===== config.mk =====
export PLATFORM = sky130hd
export DESIGN_NAME = natural_log_series
export DESIGN_NICKNAME = d
export VERILOG_FILES = /design/src/rtl/core/nls_pkg.sv /design/src/rtl/core/natural_log_series.sv /design/src/rtl/core/nls_div.sv
export SDC_FILE = /design/constraint.sdc
export NUM_CORES = 2
export LEC_CHECK = 0
export BUFFER_PORTS_ARGS = -buffer_cell sky130_fd_sc_hd__buf_4
export CAP_MARGIN = 10
export CORE_MARGIN = 2
export CORE_UTILIZATION = 48
export CTS_CLUSTER_SIZE = 14
export DETAILED_ROUTE_END_ITERATION = 7
export GPL_TIMING_DRIVEN = 0
export HOLD_SLACK_MARGIN = 0.02
export PLACE_DENSITY_LB_ADDON = 0.05
export SLEW_MARGIN = 0
export SYNTH_ARGS = -nofsm -noshare
export SYNTH_HDL_FRONTEND = slang
export SYNTH_SLANG_ARGS = --single-unit

===== constraint.sdc =====
create_clock -name i_clk -period 22.2 [get_ports i_clk]
set_clock_uncertainty 0.2 [all_clocks]
set_input_delay 1.11 -clock i_clk [delete_from_list [all_inputs] [get_ports i_clk]]
set_output_delay 1.11 -clock i_clk [all_outputs]
set_load 0.02 [all_outputs]

===== src/rtl/core/nls_pkg.sv =====
// ----------------------------------------------------------------------------
// nls_pkg
// Types, widths, constants and sequencer states of the logarithm block.
// ----------------------------------------------------------------------------
package nls_pkg;

    // Fixed-point formats
    localparam int FRAC_BITS  = 16;
    localparam int INNER_FRAC = 30;
    localparam int WIDEN_SH   = INNER_FRAC - FRAC_BITS;

    // Field widths
    localparam int X_W   = 32;
    localparam int LOG_W = 32;
    localparam int TC_W  = 10;

    // Series length limit
    localparam int MAX_TERMS = 1023;

    // Internal widths
    localparam int A_W       = X_W + WIDEN_SH;
    localparam int B_W       = 5;
    localparam int V_W       = INNER_FRAC + 2;
    localparam int MUL_W     = 32;
    localparam int PROD_W    = 2 * MUL_W;
    localparam int ACC_W     = 48;
    localparam int DIV_W     = 44;
    localparam int DIVISOR_W = TC_W;
    localparam int DIV_RADIX = 4;
    localparam int DIV_STEPS = DIV_W / DIV_RADIX;
    localparam int DIV_CNT_W = $clog2(DIV_STEPS);

    typedef logic        [TC_W-1:0]      t_tc;
    typedef logic        [A_W-1:0]       t_a;
    typedef logic        [B_W-1:0]       t_b;
    typedef logic        [V_W-1:0]       t_v;
    typedef logic signed [MUL_W-1:0]     t_mul;
    typedef logic signed [PROD_W-1:0]    t_prod;
    typedef logic signed [ACC_W-1:0]     t_acc;
    typedef logic signed [LOG_W-1:0]     t_log;
    typedef logic        [DIV_W-1:0]     t_div;
    typedef logic        [DIVISOR_W-1:0] t_dsr;
    typedef logic        [DIV_CNT_W-1:0] t_div_cnt;

    // Typed constants
    localparam t_tc      TC_RESET      = t_tc'(64);
    localparam t_tc      MAX_TERMS_TC  = t_tc'(MAX_TERMS);
    localparam t_tc      FIRST_INDEX   = t_tc'(2);
    localparam t_v       ONE_V         = t_v'(1) << INNER_FRAC;
    localparam t_v       TWO_V         = t_v'(2) << INNER_FRAC;
    localparam t_a       TWO_A         = t_a'(2) << INNER_FRAC;
    localparam t_prod    PROD_RND      = t_prod'((t_prod'(1) <<< INNER_FRAC) - t_prod'(1));
    localparam t_acc     ACC_RND       = t_acc'((t_acc'(1) <<< WIDEN_SH) - t_acc'(1));
    localparam t_acc     ACC_LOG_MAX   = $signed({{(ACC_W-LOG_W+1){1'b0}}, {(LOG_W-1){1'b1}}});
    localparam t_acc     ACC_LOG_MIN   = $signed({{(ACC_W-LOG_W+1){1'b1}}, {(LOG_W-1){1'b0}}});
    localparam t_div_cnt DIV_LAST      = t_div_cnt'(DIV_STEPS - 1);

    // Sequencer states
    typedef enum logic [3:0] {
        ST_IDLE,
        ST_REDUCE,
        ST_SER_INIT,
        ST_CHECK,
        ST_MUL_C,
        ST_SCALE,
        ST_MUL_I,
        ST_DIV_START,
        ST_DIV_WAIT,
        ST_MUL_B,
        ST_FINISH
    } t_state;

endpackage


===== src/rtl/core/natural_log_series.sv =====
// ----------------------------------------------------------------------------
// natural_log_series
// Natural logarithm of an unsigned Q16.16 value by a range-reduced series.
// ----------------------------------------------------------------------------
// Usage:
//   Input beats (i_valid/o_ready) carry i_x_value; result beats
//   (o_valid/i_ready) carry o_log_value and o_invalid, one per input beat.
//   A configuration beat (i_cfg_valid/o_cfg_ready) writes i_term_count;
//   o_cfg_ready is always high. Write it only while the block is idle.
//   The block takes one input at a time: o_ready is high only when the
//   sequencer is idle. A zero input goes straight to the finish state,
//   which raises o_valid once the result register is free. Otherwise x is
//   halved once per cycle until it is at most 2.0; then each series runs
//   term_count-2 further terms, each through the shared divider (eleven
//   steps and a done pulse) and the one shared multiplier.
//   An extra series at 2.0 runs first, only when x was above 2.0.
//   The result register frees the sequencer: a new input is accepted while
//   a finished result still waits; if the receiver stalls, the next result
//   is held in the sequencer until the register empties.
//   Reset sets term_count to 64, empties the result register and returns
//   the sequencer to idle.
// ----------------------------------------------------------------------------
module natural_log_series (
    input  logic                       i_clk,
    input  logic                       i_rst_n,
    // input channel
    input  logic                       i_valid,
    output logic                       o_ready,
    input  logic [nls_pkg::X_W-1:0]    i_x_value,
    // result channel
    output logic                       o_valid,
    input  logic                       i_ready,
    output logic signed [nls_pkg::LOG_W-1:0] o_log_value,
    output logic                       o_invalid,
    // configuration channel
    input  logic                       i_cfg_valid,
    output logic                       o_cfg_ready,
    input  logic [nls_pkg::TC_W-1:0]   i_term_count
);

    nls_pkg::t_state r_state, n_state;

    nls_pkg::t_tc   r_term_count;
    nls_pkg::t_a    r_a, n_a;
    nls_pkg::t_b    r_b, n_b;
    logic           r_zero, n_zero;
    logic           r_phase_two, n_phase_two;
    nls_pkg::t_mul  r_el, n_el;
    nls_pkg::t_mul  r_c, n_c;
    nls_pkg::t_mul  r_t, n_t;
    nls_pkg::t_prod r_prod, n_prod;
    logic           r_neg, n_neg;
    nls_pkg::t_tc   r_i, n_i;
    nls_pkg::t_acc  r_sum, n_sum;
    nls_pkg::t_acc  r_total, n_total;
    nls_pkg::t_log  r_log, n_log;
    logic           r_inv, n_inv;
    logic           r_out_valid, n_out_valid;

    logic           in_beat;
    logic           slot_free;
    nls_pkg::t_tc   terms_eff;

    nls_pkg::t_mul  mul_x, mul_y;
    nls_pkg::t_prod mul_p;
    logic           div_start;
    nls_pkg::t_div  div_dividend;
    logic           div_done;
    nls_pkg::t_div  div_quo;

    nls_pkg::t_v    v_sel;
    logic [nls_pkg::V_W:0] el_diff;
    nls_pkg::t_mul  el_init;
    nls_pkg::t_prod prod_mag;
    nls_pkg::t_prod scale_sh;
    nls_pkg::t_mul  q_s;
    nls_pkg::t_mul  el_new;
    nls_pkg::t_acc  fin_sh;

    assign in_beat   = i_valid && o_ready;
    assign slot_free = !r_out_valid || i_ready;
    assign terms_eff = (r_term_count > nls_pkg::MAX_TERMS_TC) ? nls_pkg::MAX_TERMS_TC
                                                               : r_term_count;

    // Shared multiplier, product always registered by the caller
    assign mul_p = mul_x * mul_y;

    nls_div u_div (
        .i_clk      (i_clk),
        .i_rst_n    (i_rst_n),
        .i_start    (div_start),
        .i_dividend (div_dividend),
        .i_divisor  (r_i),
        .o_done     (div_done),
        .o_quotient (div_quo)
    );

    // Next state
    always_comb begin
        n_state = r_state;
        unique case (r_state)
            nls_pkg::ST_IDLE: begin
                if (in_beat) begin
                    n_state = (i_x_value == '0) ? nls_pkg::ST_FINISH : nls_pkg::ST_REDUCE;
                end
            end
            nls_pkg::ST_REDUCE: begin
                if (r_a <= nls_pkg::TWO_A) begin
                    n_state = nls_pkg::ST_SER_INIT;
                end
            end
            nls_pkg::ST_SER_INIT:  n_state = nls_pkg::ST_CHECK;
            nls_pkg::ST_CHECK: begin
                priority if (r_i < terms_eff) begin
                    n_state = nls_pkg::ST_MUL_C;
                end else if (r_phase_two) begin
                    n_state = nls_pkg::ST_MUL_B;
                end else begin
                    n_state = nls_pkg::ST_FINISH;
                end
            end
            nls_pkg::ST_MUL_C:     n_state = nls_pkg::ST_SCALE;
            nls_pkg::ST_SCALE:     n_state = nls_pkg::ST_MUL_I;
            nls_pkg::ST_MUL_I:     n_state = nls_pkg::ST_DIV_START;
            nls_pkg::ST_DIV_START: n_state = nls_pkg::ST_DIV_WAIT;
            nls_pkg::ST_DIV_WAIT: begin
                if (div_done) begin
                    n_state = nls_pkg::ST_CHECK;
                end
            end
            nls_pkg::ST_MUL_B:     n_state = nls_pkg::ST_SER_INIT;
            nls_pkg::ST_FINISH: begin
                if (slot_free) begin
                    n_state = nls_pkg::ST_IDLE;
                end
            end
            default:               n_state = nls_pkg::ST_IDLE;
        endcase
    end

    // Unit controls and handshake outputs
    always_comb begin
        o_ready   = (r_state == nls_pkg::ST_IDLE);
        mul_x     = r_el;
        mul_y     = r_c;
        div_start = 1'b0;
        unique case (r_state)
            nls_pkg::ST_MUL_I: begin
                mul_x = r_t;
                mul_y = $signed({{(nls_pkg::MUL_W-nls_pkg::TC_W){1'b0}},
                                 r_i - nls_pkg::t_tc'(1)});
            end
            nls_pkg::ST_MUL_B: begin
                mul_x = nls_pkg::t_mul'(r_sum);
                mul_y = $signed({{(nls_pkg::MUL_W-nls_pkg::B_W){1'b0}}, r_b});
            end
            nls_pkg::ST_DIV_START: div_start = 1'b1;
            default: ;
        endcase
    end

    // Helper arithmetic for the datapath
    always_comb begin
        v_sel        = r_phase_two ? nls_pkg::TWO_V : nls_pkg::t_v'(r_a);
        el_diff      = {1'b0, v_sel} - {1'b0, nls_pkg::ONE_V};
        el_init      = nls_pkg::t_mul'(el_diff);
        scale_sh     = (r_prod + (r_prod[nls_pkg::PROD_W-1] ? nls_pkg::PROD_RND
                                                            : nls_pkg::t_prod'(0)))
                       >>> nls_pkg::INNER_FRAC;
        prod_mag     = r_prod[nls_pkg::PROD_W-1] ? -r_prod : r_prod;
        div_dividend = nls_pkg::t_div'(prod_mag);
        q_s          = nls_pkg::t_mul'(div_quo);
        el_new       = r_neg ? -q_s : q_s;
        fin_sh       = (r_sum + (r_sum[nls_pkg::ACC_W-1] ? nls_pkg::ACC_RND
                                                         : nls_pkg::t_acc'(0)))
                       >>> nls_pkg::WIDEN_SH;
    end

    // Datapath next values
    always_comb begin
        n_a         = r_a;
        n_b         = r_b;
        n_zero      = r_zero;
        n_phase_two = r_phase_two;
        n_el        = r_el;
        n_c         = r_c;
        n_t         = r_t;
        n_prod      = r_prod;
        n_neg       = r_neg;
        n_i         = r_i;
        n_sum       = r_sum;
        n_total     = r_total;
        n_log       = r_log;
        n_inv       = r_inv;
        n_out_valid = r_out_valid;

        // drop the result once the receiver takes it
        if (r_out_valid && i_ready) begin
            n_out_valid = 1'b0;
        end

        unique case (r_state)
            nls_pkg::ST_IDLE: begin
                if (in_beat) begin
                    n_zero = (i_x_value == '0);
                    n_a    = nls_pkg::t_a'(i_x_value) << nls_pkg::WIDEN_SH;
                    n_b    = '0;
                end
            end
            // halve until the argument is at most two
            nls_pkg::ST_REDUCE: begin
                if (r_a > nls_pkg::TWO_A) begin
                    n_a = r_a >> 1;
                    n_b = r_b + nls_pkg::t_b'(1);
                end else begin
                    n_phase_two = (r_b != '0);
                    n_total     = '0;
                end
            end
            // first term of the series
            nls_pkg::ST_SER_INIT: begin
                n_el  = el_init;
                n_c   = -el_init;
                n_sum = r_total + nls_pkg::t_acc'(el_init);
                n_i   = nls_pkg::FIRST_INDEX;
            end
            nls_pkg::ST_MUL_C:  n_prod = mul_p;
            nls_pkg::ST_SCALE:  n_t    = nls_pkg::t_mul'(scale_sh);
            nls_pkg::ST_MUL_I:  n_prod = mul_p;
            nls_pkg::ST_DIV_START: n_neg = r_prod[nls_pkg::PROD_W-1];
            // take the new term, add it, advance the index
            nls_pkg::ST_DIV_WAIT: begin
                if (div_done) begin
                    n_el  = el_new;
                    n_sum = r_sum + nls_pkg::t_acc'(el_new);
                    n_i   = r_i + nls_pkg::t_tc'(1);
                end
            end
            // scale the series at two by the halving count
            nls_pkg::ST_MUL_B: begin
                n_total     = nls_pkg::t_acc'(mul_p);
                n_phase_two = 1'b0;
            end
            // round, saturate and hand over to the result register
            nls_pkg::ST_FINISH: begin
                if (slot_free) begin
                    n_out_valid = 1'b1;
                    n_inv       = r_zero;
                    priority if (r_zero) begin
                        n_log = '0;
                    end else if (fin_sh > nls_pkg::ACC_LOG_MAX) begin
                        n_log = nls_pkg::t_log'(nls_pkg::ACC_LOG_MAX);
                    end else if (fin_sh < nls_pkg::ACC_LOG_MIN) begin
                        n_log = nls_pkg::t_log'(nls_pkg::ACC_LOG_MIN);
                    end else begin
                        n_log = nls_pkg::t_log'(fin_sh);
                    end
                end
            end
            default: ;
        endcase
    end

    // Control registers
    always_ff @(posedge i_clk) begin
        if (!i_rst_n) begin
            r_state      <= nls_pkg::ST_IDLE;
            r_out_valid  <= 1'b0;
            r_term_count <= nls_pkg::TC_RESET;
        end else begin
            r_state     <= n_state;
            r_out_valid <= n_out_valid;
            if (i_cfg_valid && o_cfg_ready) begin
                r_term_count <= i_term_count;
            end
        end
    end

    // Payload registers
    always_ff @(posedge i_clk) begin
        r_a         <= n_a;
        r_b         <= n_b;
        r_zero      <= n_zero;
        r_phase_two <= n_phase_two;
        r_el        <= n_el;
        r_c         <= n_c;
        r_t         <= n_t;
        r_prod      <= n_prod;
        r_neg       <= n_neg;
        r_i         <= n_i;
        r_sum       <= n_sum;
        r_total     <= n_total;
        r_log       <= n_log;
        r_inv       <= n_inv;
    end

    assign o_valid     = r_out_valid;
    assign o_log_value = r_log;
    assign o_invalid   = r_inv;
    assign o_cfg_ready = 1'b1;

endmodule


===== src/rtl/core/nls_div.sv =====
// ----------------------------------------------------------------------------
// nls_div
// Unsigned restoring divider, four quotient bits per cycle.
// ----------------------------------------------------------------------------
module nls_div (
    input  logic           i_clk,
    input  logic           i_rst_n,
    input  logic           i_start,
    input  nls_pkg::t_div  i_dividend,
    input  nls_pkg::t_dsr  i_divisor,
    output logic           o_done,
    output nls_pkg::t_div  o_quotient
);

    logic                 r_busy;
    logic                 r_done;
    nls_pkg::t_div_cnt    r_cnt;
    nls_pkg::t_div        r_quo;
    logic [nls_pkg::DIVISOR_W:0] r_rem;
    nls_pkg::t_dsr        r_dsr;

    logic [nls_pkg::DIVISOR_W:0] rem_w;
    nls_pkg::t_div        quo_w;

    // Shift in four dividend bits, trial-subtract after each one
    always_comb begin
        rem_w = r_rem;
        quo_w = r_quo;
        for (int k = 0; k < nls_pkg::DIV_RADIX; k++) begin
            rem_w = {rem_w[nls_pkg::DIVISOR_W-1:0], quo_w[nls_pkg::DIV_W-1]};
            quo_w = {quo_w[nls_pkg::DIV_W-2:0], 1'b0};
            if (rem_w >= {1'b0, r_dsr}) begin
                rem_w    = rem_w - {1'b0, r_dsr};
                quo_w[0] = 1'b1;
            end
        end
    end

    // Control: load on start, count steps, pulse done after the last one
    always_ff @(posedge i_clk) begin
        if (!i_rst_n) begin
            r_busy <= 1'b0;
            r_done <= 1'b0;
            r_cnt  <= '0;
        end else begin
            r_done <= 1'b0;
            if (i_start) begin
                r_busy <= 1'b1;
                r_cnt  <= '0;
            end else if (r_busy) begin
                r_cnt <= r_cnt + nls_pkg::t_div_cnt'(1);
                if (r_cnt == nls_pkg::DIV_LAST) begin
                    r_busy <= 1'b0;
                    r_done <= 1'b1;
                end
            end
        end
    end

    // Datapath: dividend shifts out at the top, quotient bits enter below
    always_ff @(posedge i_clk) begin
        if (i_start) begin
            r_quo <= i_dividend;
            r_rem <= '0;
            r_dsr <= i_divisor;
        end else if (r_busy) begin
            r_quo <= quo_w;
            r_rem <= rem_w;
        end
    end

    assign o_done     = r_done;
    assign o_quotient = r_quo;

endmodule


==> Yosys cells after proc, flatten, opt, wreduce, memory -nomap -nowiden <==
Index checks and enable logic that the tools add are counted.
{ "word_totals": {"register_bits": 438, "out_inout_bits": 36, "wordCells": 143} }
{ "classes": {"add_sub_neg": 16, "multipliers": 1, "magnitude_cmp": 10, "eq_ne": 17, "muxes": 52, "bitwise": 2, "n_reduce_logical": 21} }
{ "op_table": {"columns": ["operator", "count"], "rows": [
  ["case mux 32 bit (2 select lines)", 3],
  ["case mux 48 bit (2 select lines)", 2],
  ["2-to-1 mux 44 bit", 3],
  ["2-to-1 mux 32 bit", 4],
  ["adder 48 x 32 -> 48 bit", 2],
  ["2-to-1 mux 48 bit", 2],
  ["2-to-1 mux 46 bit", 2],
  ["case mux 46 bit (2 select lines)", 1],
  ["multiplier 32 x 32 -> 64 bit", 1],
  ["negation 32 bit", 2],
  ["adder 62 x 31 -> 62 bit", 1],
  ["2-to-1 mux 10 bit", 6],
  ["adder 48 x 15 -> 48 bit", 1],
  ["greater-than comparator 46 x 32 -> 1 bit (second input constant)", 1],
  ["less-or-equal comparator 46 x 32 -> 1 bit (second input constant)", 1],
  ["greater-or-equal comparator 11 x 10 -> 1 bit", 4],
  ["negation 44 bit", 1],
  ["case mux 4 bit (11 select lines)", 1],
  ["subtractor 10 bit", 4],
  ["greater-than comparator 34 x 32 -> 1 bit (second input constant)", 1],
  ["less-than comparator 34 x 32 -> 1 bit (second input constant)", 1],
  ["zero test 32 bit", 1],
  ["subtractor 32 x 31 -> 32 bit (second input constant)", 1],
  ["2-to-1 mux 31 bit", 1],
  ["33 further kinds", 72]
]} }

==> Logic depth before layout (Yosys ltp) <==
{ "depth": {"depth_word": 10, "ltp_mapped": 38} }

==> Hierarchy <==
A second synthesis with hierarchy kept.
{ "unflattened": {"hier_cells": 7011, "area_unflattened_um2": 65018.6} }
{ "by_module_without_submodules": {"columns": ["module", "n_inst", "cells_per_inst", "area_each_um2", "seq_area_each_um2"], "rows": [
  ["natural_log_series", 1, 6516, 59828.6, 10870.4],
  ["nls_div", 1, 495, 5190.0, 1941.9]
]} }

==> Least setup slack after synthesis <==
No wires, ideal clock.
{ "synth_timing": {"path_type": "register to register", "from": "reg r_state[0]", "to": "reg r_prod[63], data pin", "setup_time_ps": 152, "arrival_time_ps": 9772, "required_ps": 21848, "slack_ps": 12076, "path_stages_with_launch": 36, "n_path_buf": 5, "synth_period_minus_slack_ps": 10124, "path_cell_list": "dfxtp_1 -> clkbuf_1 -> nand2b_1 -> nor2_1 -> nor2_1 -> clkbuf_1 -> clkbuf_1 -> a21oi_1 -> clkbuf_1 -> or2_2 -> fa_1 -> inv_1 -> fa_1 -> clkbuf_1 -> xnor2_1 -> ha_1 -> inv_1 -> fa_1 -> inv_1 -> fa_1 -> fa_1 -> inv_1 -> fa_1 -> inv_1 -> fa_1 -> ha_1 -> a21o_1 -> a21o_1 -> a21o_1 -> a21o_1 -> a21o_1 -> a21o_1 -> a21oi_1 -> mux2_2 -> a31o_2 -> a31oi_1"} }
{ "synth_via": {"elab_chain_cells": 3, "word_cells_on_any_way": 5, "classes_between": "1 x mul; 2 x eq/ne; 2 x mux"} }
{ "synth_lines": {"columns": ["item", "line_no", "text"], "rows": [
  ["start, declared", "natural_log_series.sv:41", "nls_pkg::t_state r_state, n_state;"],
  ["start signal, assigned", "natural_log_series.sv:267", "r_state <= nls_pkg::ST_IDLE;"],
  ["start signal, assigned", "natural_log_series.sv:271", "r_state <= n_state;"],
  ["== test 4 bit or == test 4 x 3 -> 1 bit (tied branches)", "natural_log_series.sv:147", "unique case (r_state)"],
  ["case mux 32 bit (2 select lines)", "natural_log_series.sv:147", null],
  ["multiplier 32 x 32 -> 64 bit (*)", "natural_log_series.sv:86", "assign mul_p = mul_x * mul_y;"],
  ["via mul_p[63]", "natural_log_series.sv:65", "nls_pkg::t_prod mul_p;"],
  ["end signal, assigned", "natural_log_series.sv:288", "r_prod <= n_prod;"],
  ["end, declared", "natural_log_series.sv:51", "nls_pkg::t_prod r_prod, n_prod;"]
]} }
The timed path passes the listed nets; every way through them passes the cells marked *.
A chain may end at the register's enable or synchronous reset.

==> Worst setup path after layout <==
Same ends and word-level chain as after synthesis.

==> summary.txt <==
Outcome
  – Status: completed

STA
  – Setup TNS: 0 ps
  – Tcrit/Tclk final: 62.2%
  – Final min period: 13820 ps
  – Slew Viols, Final: 0
  – RSZ-0062 raised after global routing: no
  – Worst-margin pin slew: 1380 ps
  – Final setup vio count: 0
  – Hold Slack: 286 ps
  – Slew HR: 7.21%
  – Fmax: 72.4 MHz
  – Setup ws final: 8380 ps
  – Final hold viol count: 0

CTS
  – Postcts setup bufs: 0
  – Post-CTS Hold Buffers: 0
  – Htree depth: 2
  – Max Root-Sink Buffers: 3
  – Root buf cell: clkbuf_16
  – Total clock sinks: 437
  – Worst-path clk slew: 70 ps
  – TritonCTS buffer count: 44
  – Clk_lat worst skew: 640 ps
  – CTS tree: built
  – # resized after CTS: 0

Floorplan
  – I/O pins: 83
  – Die ar.: 0.137 sq mm
  – Initial Util: 48.3%
  – Die Width: 371 um
  – Die H: 371 um
  – Core ar.: 0.133 sq mm
  – Rows: 134

Setup path
  – Worst reg-to-reg path cell count: 32
  – Flop2flop setup slack: 8380 ps
  – Crit Path Max Fanout: 15
  – CP Class: register to register
  – Worst setup EP type: register
  – Startpoint types: register
  – Critical path depth in cells: 32
  – CP max-delay cell: fa_2
  – CP bufs+invs: 7
  – Most frequent CP cell: fa_1
  – CP Data Arrival Time: 13880 ps
  – Family with the most delay on the worst path: adder cells
  – CP peak stage delay: 1180 ps
  – Critical Path RT: 22260 ps

Routing
  – Routed Antenna Nets: 0
  – Routed len/inst: 27.5 um
  – Final wirelength: 245 mm
  – 1st-iter DRT viols: 5679
  – Residual DRC count: 0
  – Vias: 51900
  – Number of vias per cell: 5.83
  – 1st-pass router iterations: 7

Logic synthesis
  – Post-synthesis instance total: 6941
  – Dominant cells by area after synthesis: fa_1 (34%), edfxtp_1 (19%), ha_1 (7.4%), inv_1 (6.4%), nand2_1 (5.7%)
  – Main flop type after synthesis: edfxtp_1
  – Synth Area in Compound Gates: 9.58%
  – Netlist Area Pre-Place: 0.0645 sq mm
  – Synth cell count leaders: inv_1 (1096), fa_1 (1084), nand2_1 (972)
  – Synth Area in Adders: 41.0%
  – Seq cells post-synth: 437
  – Post-Syn Nets: 8452
  – Largest family of logic cells by synthesized area: adder cells
  – Area share of xor/xnor cells in the synthesized design: 4.83%
  – Yosys top cell area share: 33.6%
  – Simple-gate portion of the synthesized area: 15.6%
  – Yosys warnings: 0
  – EDFF count, synth: 406
  – Post-synthesis mux area share: 0.875%
  – Most numerous cell in the Yosys netlist: inv_1
  – Syn_area_per_cell: 9.29 sq um
  – Sequential share of the synthesized area: 19.9%
  – Cell taking the most area after synthesis: fa_1
  – Library cells used by synthesis: 85
  – Asr flop ratio synth: 0%

Global routing
  – Total track usage: 36.1%
  – GR Overflow Total: 0
  – Vias in the first global route: 51900
  – First-pass GRT wire length: 356 mm
  – Initial antenna violation count: 33
  – Largest net degree at the start of global routing: 58

Placement
  – Post-DP HPWL: 204 mm
  – Final Wtd Congestion: 1.04
  – PortBufs: 81
  – DP Worst Slack: 8650 ps

Worst hold path
  – Hold Path Class: register to register
  – Hold Crit Depth: 2

Finish
  – Area Growth Syn to Fin: 7.16%
  – Share of layout cells above drive strength 1: 3.68%
  – Total Nets Final: 8602

Flow run
  – Max Cap Viol: 0
## tightest hold or removal path, delay by kind of cell, from the launching register on
family	cells	cell delay (ps)
flip-flops	1	320
AND/OR/NAND/NOR	1	70
AO/OA/AOI/OAI	1	50
## area by class of cell
class / instances / area [sq um]
Clock inverter: 28 / 253
Buffer: 313 / 1190
Tap cell: 1768 / 2210
Multi-Input combinational cell: 5094 / 46500
Inverter: 1097 / 4120
Antenna cell: 9 / 22.5
Sequential cell: 437 / 12800
Timing Repair Buffer: 104 / 922
Clock buffer: 53 / 1130
Fill cell: 12800 / 64300
## routing by layer
metal	vias up	track usage (%)	wire length (um)
li1	22500	-	-
met1	26200	50.7	101000
met2	2609	53.0	104000
met3	564	9.01	26500
met4	10	16.0	13300
met5	-	0.734	190
## kinds of logic (layout without fill, tap and decap cells)
kind of cell               after synthesis  count (layout)
buffers and inverters                 1410            1595
and+or+nand+nor                       2263            2263
AOI/OAI and AO/OA                      957             957
xor gates and xnor gates               356             356
other                                    1              10
DFF                                    437             437
adders and majority gates             1464            1464
muxes                                   53              53
## state kept, by name, summed over array words and instances, names as in the netlist, 4 cells and up
register / flops
u_div.r_cnt: 4
u_div.r_dsr: 10
u_div.o_quotient: 44
r_c: 32
o_log_value: 32
r_state: 4
r_a: 46
r_el: 32
u_div.r_rem: 10
r_t: 32
r_term_count: 10
r_sum: 48
r_total: 48
r_i: 10
r_b: 5
r_prod: 63
## cell usage in the layout (no fill, tap or decap), drive strengths merged, types with 15 or more instances in the layout
cell and instances:
a21oi 250, and3 71, xor2 160, fa 1084, edfxtp 406, a21o 130
o21a 35, or2 15, o31ai 26, a211oi 25, clkinv 21, xnor2 196
nand2b 57, and4 18, nor2b 65, a31oi 30, clkbuf 342, nor4 26
dfxtp 31, o21bai 37, mux2 27, o21ai 252, inv 1098, nand2 972
nand4 51, a22oi 31, nor2 645, mux2i 26, nand3 72, nor3 62
or4 17, o41ai 16, buf 128, or3 36, and2 141, ha 380
## worst paths after layout
check,from,end
worst max-delay path,r_state[0],r_prod[63]
worst min-delay path,u_div.r_rem[2],u_div.r_rem[2]
worst max register to register,r_state[0],r_prod[63]
worst min register to register,u_div.r_rem[2],u_div.r_rem[2]
## stage by stage
| stage | std cells | util, % | cell area [sq um] |
|---|---|---|---|
| after global placement | 8790 | 50.4 | 67300 |
| after global routing | 8895 | 51.8 | 69100 |
| after CTS | 8891 | 51.7 | 69000 |
| final | 8903 | 51.8 | 69100 |
| after floorplan | 6941 | - | 64500 |
| after detailed placement | 8810 | 50.7 | 67700 |
Power is left out: the tool's default activity adds up to more than one toggle a clock period on the data nets, which glitch-free logic cannot reach.
